**src/rtl/core/hdlc_rx_deframer_fcs_check_unit_assert.svh**
```systemverilog
// assertion macros used by the receive deframer module
`ifndef HDLC_RX_DEFRAMER_FCS_CHECK_UNIT_ASSERT_SVH
`define HDLC_RX_DEFRAMER_FCS_CHECK_UNIT_ASSERT_SVH

// clocked assertion, off while reset is high
`define HDLCRX_ASSERT(lbl, prop, msg) \
  lbl: assert property (@(posedge clk) disable iff (rst) prop) else $error(msg);

// clocked assertion that also holds during reset
`define HDLCRX_ASSERT_ALWAYS(lbl, prop, msg) \
  lbl: assert property (@(posedge clk) prop) else $error(msg);

`endif

```
**src/rtl/core/hdlcrx_pkg.sv**
```systemverilog
// ----------------------------------------------------------------------------
// hdlcrx_pkg
// types, constants and check functions of the hdlc receive deframer
// ----------------------------------------------------------------------------
package hdlcrx_pkg;

  // line codes
  localparam logic [7:0] FLAG_BYTE = 8'h7E;
  localparam logic [7:0] ESC_BYTE  = 8'h7D;
  localparam logic [7:0] ESC_XOR   = 8'h20;

  // register indexes
  localparam logic [7:0] REG_CHECK_MODE  = 8'd0;
  localparam logic [7:0] REG_FRAME_LIMIT = 8'd1;

  // sizes
  localparam int TAIL_DEPTH = 4;
  localparam int COUNT_WIDTH_DEF = 16;
  localparam logic [15:0] FRAME_LIMIT_RST = 16'hFFFF;

  // polynomials, reflected
  localparam logic [31:0] POLY16 = 32'h0000_8408;
  localparam logic [31:0] POLY32 = 32'hEDB8_8320;

  typedef enum logic [1:0] {
    MODE_NONE  = 2'd0,
    MODE_SUM   = 2'd1,
    MODE_FCS16 = 2'd2,
    MODE_FCS32 = 2'd3
  } chk_mode_t;

  // control from the deframer to the check unit
  typedef struct packed {
    logic      start;
    logic      upd;
    chk_mode_t mode;
  } chk_ctrl_t;

  function automatic logic [2:0] check_len(chk_mode_t mode);
    logic [2:0] r;
    case (mode)
      MODE_SUM:   r = 3'd1;
      MODE_FCS16: r = 3'd2;
      MODE_FCS32: r = 3'd4;
      default:    r = 3'd0;
    endcase
    return r;
  endfunction

  function automatic logic [31:0] check_init(chk_mode_t mode);
    logic [31:0] r;
    case (mode)
      MODE_FCS16: r = 32'h0000_FFFF;
      MODE_FCS32: r = 32'hFFFF_FFFF;
      default:    r = 32'h0;
    endcase
    return r;
  endfunction

  function automatic logic [31:0] check_mask(chk_mode_t mode);
    logic [31:0] r;
    case (mode)
      MODE_SUM:   r = 32'h0000_00FF;
      MODE_FCS16: r = 32'h0000_FFFF;
      MODE_FCS32: r = 32'hFFFF_FFFF;
      default:    r = 32'h0;
    endcase
    return r;
  endfunction

  // fold one byte into the running check
  function automatic logic [31:0] check_update(chk_mode_t mode, logic [31:0] c,
                                               logic [7:0] b);
    logic [31:0] r;
    logic [7:0]  s;
    r = '0;
    s = c[7:0] + b;
    case (mode)
      MODE_SUM: begin
        r = {24'd0, s};
      end
      MODE_FCS16: begin
        r = {16'd0, c[15:0] ^ {8'd0, b}};
        for (int i = 0; i < 8; i++) begin
          r = r[0] ? ((r >> 1) ^ POLY16) : (r >> 1);
        end
      end
      MODE_FCS32: begin
        r = c ^ {24'd0, b};
        for (int i = 0; i < 8; i++) begin
          r = r[0] ? ((r >> 1) ^ POLY32) : (r >> 1);
        end
      end
      default: begin
        r = '0;
      end
    endcase
    return r;
  endfunction

endpackage

```
**src/rtl/core/hdlcrx_chk.sv**
```systemverilog
// ----------------------------------------------------------------------------
// hdlcrx_chk
// running frame check (sum, fcs-16, fcs-32) and comparison with check bytes
// ----------------------------------------------------------------------------
module hdlcrx_chk
  import hdlcrx_pkg::*;
(
  input  logic        clk,
  input  logic        rst,
  input  chk_ctrl_t   ctrl,
  input  logic [7:0]  data,
  input  logic [31:0] tail_word,
  output logic        mismatch
);

  logic [31:0] running;
  logic [31:0] running_next;

  // restart at frame open, fold emitted payload bytes
  always_comb begin
    running_next = running;
    if (ctrl.start) begin
      running_next = check_init(ctrl.mode);
    end else if (ctrl.upd) begin
      running_next = check_update(ctrl.mode, running, data);
    end
  end

  always_ff @(posedge clk) begin
    if (rst) begin
      running <= check_init(MODE_FCS16);
    end else begin
      running <= running_next;
    end
  end

  // compare masked check with received check bytes
  assign mismatch = (running & check_mask(ctrl.mode)) != tail_word;

endmodule

```
**src/rtl/core/hdlc_rx_deframer_fcs_check_unit.sv**
```systemverilog
// an accepted byte passes the input register, then the result register, before it shows as a result
// throughput: one line byte per cycle while results are taken; a waiting result stalls input
// a byte yields at most one result; a closing flag yields the frame end marker, while opening
// and empty-frame flags, escapes, hunt, overflow and the first check-length bytes yield none
// the check unit folds one byte per cycle while input advances, in a single combinational update
// reset: synchronous, hunting for flag, check_mode fcs-16, frame_limit 65535
// ----------------------------------------------------------------------------
// hdlc_rx_deframer_fcs_check_unit
// hdlc receive deframer: flag hunt, byte unstuffing, payload delay line,
// frame check and frame end report
// ----------------------------------------------------------------------------
`include "hdlc_rx_deframer_fcs_check_unit_assert.svh"

module hdlc_rx_deframer_fcs_check_unit
  import hdlcrx_pkg::*;
#(
  parameter int COUNT_WIDTH = COUNT_WIDTH_DEF
) (
  input  logic        clk,
  input  logic        rst,
  // input stream
  input  logic        s_tvalid,
  output logic        s_tready,
  input  logic [7:0]  s_tdata,   // [7:0] rx_byte
  // output stream
  output logic        m_tvalid,
  input  logic        m_tready,
  output logic [31:0] m_tdata,   // [7:0] out_byte, [8] frame_status,
                                 // [24:9] payload_len, [31:25] zero
  output logic        m_tlast,   // out_kind: frame end marker
  // configuration write
  input  logic        cfg_valid,
  output logic        cfg_ready,
  input  logic [7:0]  cfg_index,
  input  logic [15:0] cfg_data
);

  localparam int CMP_W = (COUNT_WIDTH > 16) ? COUNT_WIDTH : 16;

  // configuration
  chk_mode_t   check_mode;
  logic [15:0] frame_limit;

  // input register
  logic        in_valid;
  logic [7:0]  in_byte;

  // frame state
  logic                   in_frame, in_frame_next;
  logic                   esc, esc_next;
  logic [COUNT_WIDTH-1:0] count, count_next;
  logic [7:0]             tail [TAIL_DEPTH];
  logic [7:0]             tail_next [TAIL_DEPTH];
  chk_mode_t              frame_mode, frame_mode_next;

  // result register
  logic        out_valid;
  logic        out_last;
  logic [7:0]  out_byte;
  logic        out_status;
  logic [15:0] out_len;

  // per-item decode
  logic             advance;
  logic             proc;
  logic             res_valid;
  logic             res_last;
  logic [7:0]       res_byte;
  logic             res_status;
  logic [15:0]      res_len;
  logic [2:0]       k;
  logic [7:0]       v;
  logic [7:0]       emit;
  logic             can_emit;
  logic             store;
  logic             too_short;
  logic [31:0]      tail_word;
  logic [CMP_W-1:0] count_ext;
  logic [CMP_W-1:0] limit_ext;
  logic [COUNT_WIDTH-1:0] diff;
  logic [CMP_W-1:0] len_ext;
  chk_ctrl_t        chk_ctrl;
  logic             mismatch;

  assign cfg_ready = 1'b1;
  assign advance   = !out_valid || m_tready;
  assign s_tready  = !in_valid || advance;
  assign proc      = in_valid && advance;

  // configuration registers
  always_ff @(posedge clk) begin
    if (rst) begin
      check_mode  <= MODE_FCS16;
      frame_limit <= FRAME_LIMIT_RST;
    end else if (cfg_valid && cfg_ready) begin
      case (cfg_index)
        REG_CHECK_MODE:  check_mode  <= chk_mode_t'(cfg_data[1:0]);
        REG_FRAME_LIMIT: frame_limit <= cfg_data;
        default: ;
      endcase
    end
  end

  // input register, refilled as it drains
  always_ff @(posedge clk) begin
    if (rst) begin
      in_valid <= 1'b0;
    end else if (s_tvalid && s_tready) begin
      in_valid <= 1'b1;
    end else if (advance) begin
      in_valid <= 1'b0;
    end
  end

  always_ff @(posedge clk) begin
    if (s_tvalid && s_tready) begin
      in_byte <= s_tdata;
    end
  end

  // check field length and received check word, newest byte highest
  assign k         = check_len(frame_mode);
  assign count_ext = CMP_W'(count);
  assign limit_ext = CMP_W'(frame_limit);
  assign diff      = count - COUNT_WIDTH'(k);
  assign len_ext   = CMP_W'(diff);
  assign too_short = count < COUNT_WIDTH'(k);
  assign v         = esc ? (in_byte ^ ESC_XOR) : in_byte;

  always_comb begin
    case (frame_mode)
      MODE_SUM:   tail_word = {24'd0, tail[0]};
      MODE_FCS16: tail_word = {16'd0, tail[0], tail[1]};
      MODE_FCS32: tail_word = {tail[0], tail[1], tail[2], tail[3]};
      default:    tail_word = 32'd0;
    endcase
  end

  // byte leaving the delay line
  always_comb begin
    case (k)
      3'd1:    emit = tail[0];
      3'd2:    emit = tail[1];
      3'd4:    emit = tail[3];
      default: emit = v;
    endcase
    can_emit = (k == 3'd0) || !too_short;
  end

  // frame decode
  always_comb begin
    in_frame_next   = in_frame;
    esc_next        = esc;
    count_next      = count;
    frame_mode_next = frame_mode;
    for (int i = 0; i < TAIL_DEPTH; i++) begin
      tail_next[i] = tail[i];
    end
    store      = 1'b0;
    res_valid  = 1'b0;
    res_last   = 1'b0;
    res_byte   = 8'd0;
    res_status = 1'b0;
    res_len    = 16'd0;
    chk_ctrl.start = 1'b0;
    chk_ctrl.upd   = 1'b0;
    chk_ctrl.mode  = frame_mode;

    if (proc) begin
      if (!in_frame) begin
        // hunt: only an opening flag matters
        if (in_byte == FLAG_BYTE) begin
          in_frame_next   = 1'b1;
          esc_next        = 1'b0;
          count_next      = '0;
          frame_mode_next = check_mode;
          for (int i = 0; i < TAIL_DEPTH; i++) begin
            tail_next[i] = 8'd0;
          end
          chk_ctrl.start = 1'b1;
          chk_ctrl.mode  = check_mode;
        end
      end else if (in_byte == FLAG_BYTE) begin
        if (count == '0) begin
          // empty frame, resync only
          esc_next = 1'b0;
        end else begin
          in_frame_next = 1'b0;
          res_valid     = 1'b1;
          res_last      = 1'b1;
          res_status    = too_short || mismatch;
          res_len       = too_short ? 16'd0 : len_ext[15:0];
        end
      end else if (in_byte == ESC_BYTE) begin
        esc_next = 1'b1;
      end else if (!(count_ext >= limit_ext) && !(&count)) begin
        store      = 1'b1;
        esc_next   = 1'b0;
        count_next = count + COUNT_WIDTH'(1);
        for (int i = TAIL_DEPTH - 1; i > 0; i--) begin
          tail_next[i] = tail[i-1];
        end
        tail_next[0] = v;
        if (can_emit) begin
          res_valid    = 1'b1;
          res_byte     = emit;
          chk_ctrl.upd = 1'b1;
        end
      end
    end
  end

  // frame state registers
  always_ff @(posedge clk) begin
    if (rst) begin
      in_frame   <= 1'b0;
      esc        <= 1'b0;
      count      <= '0;
      frame_mode <= MODE_FCS16;
      for (int i = 0; i < TAIL_DEPTH; i++) begin
        tail[i] <= 8'd0;
      end
    end else begin
      in_frame   <= in_frame_next;
      esc        <= esc_next;
      count      <= count_next;
      frame_mode <= frame_mode_next;
      for (int i = 0; i < TAIL_DEPTH; i++) begin
        tail[i] <= tail_next[i];
      end
    end
  end

  // running check
  hdlcrx_chk u_chk (
    .clk       (clk),
    .rst       (rst),
    .ctrl      (chk_ctrl),
    .data      (emit),
    .tail_word (tail_word),
    .mismatch  (mismatch)
  );

  // result register
  always_ff @(posedge clk) begin
    if (rst) begin
      out_valid <= 1'b0;
    end else if (advance) begin
      out_valid <= res_valid;
    end
  end

  always_ff @(posedge clk) begin
    if (advance && res_valid) begin
      out_last   <= res_last;
      out_byte   <= res_byte;
      out_status <= res_status;
      out_len    <= res_len;
    end
  end

  assign m_tvalid = out_valid;
  assign m_tlast  = out_last;
  assign m_tdata  = {7'd0, out_len, out_status, out_byte};

  // checks
  `HDLCRX_ASSERT(a_no_overrun, in_valid && out_valid && !m_tready |-> !s_tready,
                 "input taken while both stages are full")
  `HDLCRX_ASSERT(a_accept_fills, s_tvalid && s_tready |=> in_valid,
                 "accepted request lost before the input register")
  `HDLCRX_ASSERT(a_end_fields, m_tvalid && m_tlast |-> m_tdata[7:0] == 8'd0,
                 "frame end marker carries a data byte")
  `HDLCRX_ASSERT(a_data_fields,
                 m_tvalid && !m_tlast |-> m_tdata[24:8] == 17'd0,
                 "payload byte carries status or length")
  `HDLCRX_ASSERT(a_store_counts, store |=> count == $past(count) + COUNT_WIDTH'(1),
                 "stored byte not counted")

endmodule

```
**config.mk**
```make
export PLATFORM = sky130hd
export DESIGN_NAME = hdlc_rx_deframer_fcs_check_unit
export DESIGN_NICKNAME = d
export VERILOG_FILES = /design/src/rtl/core/hdlcrx_pkg.sv /design/src/rtl/core/hdlcrx_chk.sv /design/src/rtl/core/hdlc_rx_deframer_fcs_check_unit.sv
export VERILOG_INCLUDE_DIRS = /design/src /design/src/rtl/core
export SDC_FILE = /design/constraint.sdc
export NUM_CORES = 1
export LEC_CHECK = 0
export ABC_AREA = 1
export ABC_CLOCK_PERIOD_IN_PS = 3050
export BUFFER_PORTS_ARGS = -buffer_cell sky130_fd_sc_hd__buf_2
export CAP_MARGIN = 20
export CORE_MARGIN = 4
export CORE_UTILIZATION = 32
export DETAILED_ROUTE_END_ITERATION = 12
export PLACE_DENSITY = 0.48
export SYNTH_ARGS = -nofsm -noshare
export SYNTH_HDL_FRONTEND = slang
export SYNTH_SLANG_ARGS = --single-unit
```
**constraint.sdc**
```tcl
create_clock -name clk -period 3.05 [get_ports clk]
set_clock_uncertainty 0.15 [all_clocks]
set_input_delay 0.305 -clock clk [delete_from_list [all_inputs] [get_ports clk]]
set_output_delay 0.305 -clock clk [all_outputs]
set_load 0.02 [all_outputs]
```
-- After elaboration in Yosys (flattened, before gate mapping)
Memory sizes are Yosys's and may differ from the RTL's.
Index checks and enable logic that the tools add are counted.
- word-level logic and storage cells: 163
- memory bits (writable): 32
- flip-flop bits (word level): 106
- output and inout port bits: 36
- input port bits: 37
- memories kept: 1
- $lt $le $gt $ge: 2
- eq/ne operators: 16
- muxes and demuxes: 68
- add/sub/neg operators: 3
- bitwise gates (word level): 29
- reduce and logical (&&, ||, !) cells: 30
- memories (name ; words ; bits a word ; rd ports ; clocked after memory_dff ; write ports ; line ; source):
    tail ; 4 ; 8 ; 4 ; 0 ; 4 ; hdlc_rx_deframer_fcs_check_unit.sv:52 ; logic [7:0] tail [TAIL_DEPTH];
- operator list (kind ; count):
    $mux W32 ; 16
    $pmux W32 S3 ; 3
    $mux W16 ; 13
    $not A13 Y14 ; 8
    $pmux W32 S2 ; 1
    $and A32 B32 Y32 ; 1
    $mux W8 ; 4
    $ne A32 B32 Y1 ; 1
    $xor A32 B8 Y32 ; 1
    $mux W1 ; 25
    $pmux W8 S3 ; 1
    $not A3 Y3 ; 7
    $add A16 B1 Y16 const B ; 1
    $eq A8 B7 Y1 const B ; 2
    $ge A16 B16 Y1 ; 1
    $logic_not A16 Y1 ; 1
    $lt A16 B3 Y1 ; 1
    $reduce_and A16 Y1 ; 1
    $sub A16 B3 Y16 ; 1
    $xor A16 B8 Y16 ; 1
    $pmux W3 S3 ; 1
    $add A8 B8 Y8 ; 1
    $eq A2 B2 Y1 const B ; 4
    $eq A8 B1 Y1 const B ; 1
    26 further kinds ; 51

-- Depth between registers and ports, before layout
- word-level depth: 24
- mapped depth: 21

-- Modules after synthesis
Synthesis repeated with hierarchy kept, for this count alone.
- cell total of the unflattened synthesis: 1411
- area total of the unflattened synthesis: 9328.9 µm²
- modules (own cells, without submodules) (module ; area each (µm²) ; cells each ; times used ; sequential area each (µm²)):
    hdlc_rx_deframer_fcs_check_unit ; 5858.1 ; 810 ; 1 ; 2462.4
    hdlcrx_chk ; 3470.8 ; 601 ; 1 ; 640.6

-- Least setup slack after synthesis
Ideal clock, no wire load.
- kind: register -> register
- from: reg frame_mode[1]
- to: reg u_chk.running[19]
- path slack: -133 ps
- library setup time: 134 ps
- arrival: 2899 ps
- clock period less this slack: 3183 ps
- cell stages (with the launch flop): 19
- path buffers: 1
- cells stage by stage: dfxtp_1 -> nor2_1 -> inv_1 -> nor2_1 -> or2_2 -> a21oi_1 -> inv_1 -> ha_1 -> buf_4 -> xor2_2 -> xor2_1 -> or2_2 -> nand2_1 -> nand2_1 -> nand2_1 -> xor2_1 -> nand2_1 -> nand2_1 -> a21oi_1
- elaborated cells between the ends (all ways): 44
- RTL lines (item ; line ; source):
    start: declaration ; hdlc_rx_deframer_fcs_check_unit.sv:54 ; chk_mode_t frame_mode, frame_mode_next;
    start signal: assignment ; hdlc_rx_deframer_fcs_check_unit.sv:227 ; frame_mode <= frame_mode_next;
    $eq A2 B2 Y1 / $eq A2 B1 Y1 (equally long branches) ; hdlcrx_pkg.sv:41 ; case (mode)
    $pmux W3 S3 (*) ; hdlcrx_pkg.sv:41 ;
    $eq A3 B3 Y1, or another cell as far along ; hdlc_rx_deframer_fcs_check_unit.sv:141 ; case (k)
    $pmux W8 S3 (*) ; hdlc_rx_deframer_fcs_check_unit.sv:141 ;
    via emit[3] ; hdlc_rx_deframer_fcs_check_unit.sv:73 ; logic [7:0] emit;
    $xor A32 B8 Y32 (*) ; hdlcrx_pkg.sv:89 ; r = c ^ {24'd0, b};
    $mux W32 (*) (5 in a row) ; hdlcrx_pkg.sv:91 ; r = r[0] ? ((r >> 1) ^ POLY32) : (r >> 1);
    $not A13 Y14 (no source line) ; n/a ;
    $mux W32 (*) ; hdlcrx_pkg.sv:91 ;
    $not A13 Y14 (no source line) ; n/a ;
    $mux W32 (*) ; hdlcrx_pkg.sv:91 ;
    $not A13 Y14 (no source line) ; n/a ;
    $mux W32 (*) ; hdlcrx_pkg.sv:91 ;
    $pmux W32 S3 (*) ; hdlcrx_pkg.sv:78 ; case (mode)
    $mux W32 (*) ; hdlcrx_chk.sv:24 ; end else if (ctrl.upd) begin
    $mux W32 (*) ; hdlcrx_chk.sv:22 ; if (ctrl.start) begin
    end signal: assignment ; hdlcrx_chk.sv:31 ; running <= check_init(MODE_FCS16);
    end signal: assignment ; hdlcrx_chk.sv:33 ; running <= running_next;
    end: declaration ; hdlcrx_chk.sv:16 ; logic [31:0] running;
Mark *: on every way through the listed nets, which the timed path passes. The rest lies on a longest branch. The select of a mux whose other input is x is not followed.
A chain may end at the register's enable or synchronous reset.

-- Final worst setup path
- from: reg frame_mode[0]
- to: reg u_chk.running[5]
- longest elaborated chain between the ends: 18
- elaborated cells between the ends (all ways): 50
- ends and longest elaborated chain (item ; line):
    $eq A2 B2 Y1 / $eq A2 B1 Y1 (equally long branches) ; hdlcrx_pkg.sv:41
    $pmux W3 S3 ; hdlcrx_pkg.sv:41
    $eq A3 B3 Y1, or another cell as far along ; hdlc_rx_deframer_fcs_check_unit.sv:141
    $pmux W8 S3 ; hdlc_rx_deframer_fcs_check_unit.sv:141
    $xor A32 B8 Y32 ; hdlcrx_pkg.sv:89
    $mux W32 (4 in a row) ; hdlcrx_pkg.sv:91
    $not A13 Y14 (no source line) ; n/a
    $mux W32 (3 in a row) ; hdlcrx_pkg.sv:91
    $not A13 Y14 (no source line) ; n/a
    $mux W32 ; hdlcrx_pkg.sv:91
    $pmux W32 S3 ; hdlcrx_pkg.sv:78
    $mux W32 ; hdlcrx_chk.sv:24
    $mux W32 ; hdlcrx_chk.sv:22
Parallel ways exist; a longest one is shown, timed or not. The select of a mux whose other input is x is not followed.

==> results.tsv <==
stage	metric	value	unit
run_status	outcome	finished clean	
clocking	cts.sinks	138	
pwr	p_clk_share	51.2	%
sta	rsz0062_at_grt	true	
critical_path	cp-end-kind	flip-flop	
synth	synth_area_leaders	dfxtp_1, nand2_1, edfxtp_1	
global_routing	grt_start_max_net_pins	51	
route	drtIter0Drc	722	
route	wl_per_cell	16.4	um
clocking	cts_max_path_buffers	2	
route	drtPass1Iterations	5	
floorplanning	rows	61	
route	vias	8774	
sta	post-route-period-util	95.7	%
global_routing	antenna_found_initial	0	
route	postRouteAntennaNets	0	
synth	synthFlopType	dfxtp_1	
synth	syn_area	9060	um^2
pwr	power.leakage	0.00541	uW
placement	place_area	10500	um^2
placement	dpl_worst_slack	-0.193	ns
pwr	powerDensity	352	nW/um^2
synth	seq_area_frac_synth	34.2	%
final_layout	syn2layout_area_growth	30.8	%
sta	fmax	0.343	GHz
critical_path	worst-path-max-fanout	5	
floorplanning	die_height	176	um
sta	tightestPinTransition	0.666	ns
pwr	vdd_ir_drop_max	365	uV
synth	synth_most_common_cell	nand2_1	
sta	holdWs	0.0833	ns
floorplanning	ios	73	
pwr	seqPwrFrac	45.2	%
final_layout	stdcell_area	11900	um^2
sta	maxSlewHeadroom	55.2	%
placement	dpl.hpwl	22800	um
sta	setup_tns	0	ns
clocking	root_buffer	clkbuf_16	
synth	yosys-top-cells-count	nand2_1, inv_1, nor2_1, nand3_1, dfxtp_1	
synth	synth_fa_ha_area_share	5.14	%
sta	final_hold_viol_count	0	
synth	synth_xor_area_share	8.56	%
sta	finalMaxSlewViolations	0	
clocking	clock_latency	0.42	ns
critical_path	path_class	flip-flop to flip-flop	
synth	yosys.area.top_type	dfxtp_1	
synth	synthMuxAreaShare	0	%
critical_path	start_kind	flip-flop	
synth	synth_compound_area_share	11.5	%
global_routing	overflow	0	
route	drc	0	
synth	synth_edf_count	34	
global_routing	grt_pass1_wl	46900	um
clocking	clk_pin_slew	0.07	ns
critical_path	required	3.27	ns
synth	synthCells	1262	
synth	ys_types	49	
synth	synthArstFlopShare	0	%
pwr	combPwrFrac	3.6	%
synth	ys_ff_latch	138	
final_layout	n_antenna_cell	0	
final_layout	fin_nets	1519	
placement	port-buffer-count	64	
global_routing	grt_pass1_vias	8280	
synth	yosys_warnings	0	
route	viasPerCell	4.78	
clocking	cts_buffers	17	
floorplanning	start_util	32.5	%
synth	synth_top_area_share	23.0	%
floorplanning	dieArea	31100	um^2
sta	finalSetupViolCount	0	
sta	fin_ws	0.131	ns
floorplanning	die_w	176	um
synth	yosys.area_share.simple	29.7	%
pwr	power.switching	1030	uW
critical_path	worst-endpoint-arrival	3.14	ns
worst_hold_path	hp-class	input pin to flip-flop	
run	drv_cap	0	
clocking	cts_tree	done	
sta	finalCriticalPeriod	2.92	ns
floorplanning	coreArea	27900	um^2
pwr	switching_share	24.6	%
placement	gp_congestion	0.922	
global_routing	gr-usage-all-layers	19.4	%
route	drt-total-wl	30100	um
synth	postSynthAreaPerCell	7.18	um^2
clocking	cts_htree_levels	4	
final_layout	drive_above_1_share	23.0	%
pwr	power.internal	3150	uW
synth	synth_top_family_by_area	simple AND/OR/NAND/NOR gates	
==> repair_timing <==
item,in CTS,in global routing
resized for setup,14,77
hold endpoints to repair,25,0
setup endpoints to repair,53,60
cloned,0,1
hold buffers,24,0
setup buffers,2,15
pin swaps,4,23
==> worst paths after layout <==
path                                          to      startpoint  depth (start not counted)  slack [ns]
worst max-delay path            u_chk.running[5]   frame_mode[0]                         18        0.13
worst min-delay path                    in_valid        s_tvalid                          3        0.08
worst max register to register  u_chk.running[5]   frame_mode[0]                         18        0.13
worst min register to register    frame_limit[1]  frame_limit[1]                          2        0.31
==> layout by cell type (no fill, tap or decap), types with 13 or more instances in the layout <==
master / instances
nand2_1: 283
inv_1: 145
nor2_1: 127
buf_4: 110
nand3_1: 108
dfxtp_1: 102
buf_2: 64
a21oi_1: 43
xor2_1: 42
o21ai_0: 35
a211oi_1: 35
xnor2_1: 34
edfxtp_1: 34
ha_1: 26
dlygate4sd3_1: 24
clkbuf_16: 19
inv_2: 18
o22ai_1: 14
nor3_1: 13
==> layer usage <==
layer,track usage (%),share of wire [%],wire (um)
met2,30.7,45,13500
met5,0,0,0
met4,4.00,1.7,496
met1,28.4,49,14600
met3,2.38,4.8,1460
==> final cells by class <==
type	instances	area, um^2
well taps	378	473
inverters	168	648
clock inverters	12	125
flip-flops and latches	138	3110
fillers	2815	16000
repair buffers	217	1690
clock buffers	20	462
multi-input cells	904	5350
==> sequential cells by signal, summed over array words and instances, names as in the netlist <==
signal         cells
check_mode         2
count             16
esc                1
frame_limit       16
frame_mode         2
in_byte            8
in_frame           1
in_valid           1
m_tlast            1
m_tvalid           1
out_byte           8
out_len           16
out_status         1
tail              32
u_chk.running     32
==> power by group through the flow <==
stage	logic, uW	clock network, uW	registers [uW]
floorplan	77.1	0	1920
global placement	121	0	1930
detailed placement	122	0	1930
CTS	146	2170	1890
global route	167	2250	1880
finish	151	2140	1890
==> kinds of logic (layout without fill, tap and decap cells) <==
family                   count (synthesis)  after routing
AO/OA/AOI/OAI                          167            167
adder cells (fa/ha/maj)                 36             36
buffers and inverters                  226            417
XOR/XNOR                                86             86
AND/OR/NAND/NOR                        607            607
other                                    2              8
flip-flops                             138            138
==> critical path, cell delays in order, from the launching register on <==
cell and delay (ns):
dfxtp_4 0.38, inv_2 0.06, nor2_2 0.04, buf_4 0.13, ha_2 0.19, fa_2 0.37
nor2_2 0.13, nor2_2 0.07, nand2_2 0.09, nor2_4 0.06, nand2_1 0.10, nand4_1 0.15
nor2_4 0.21, clkinv_4 0.11, nor3_4 0.22, buf_4 0.17, clkbuf_16 0.13, nand2_1 0.06
nand3_1 0.06
==> stage by stage <==
step	std cells	total power, uW	util, %
floorplan	1268	2000	-
global placement	1763	2050	37.6
detailed placement	1763	2050	37.6
CTS	1821	4210	40.8
global route	1837	4300	42.5
finish	1837	4170	42.5
Note: power is estimated with default switching activity, not from simulation.
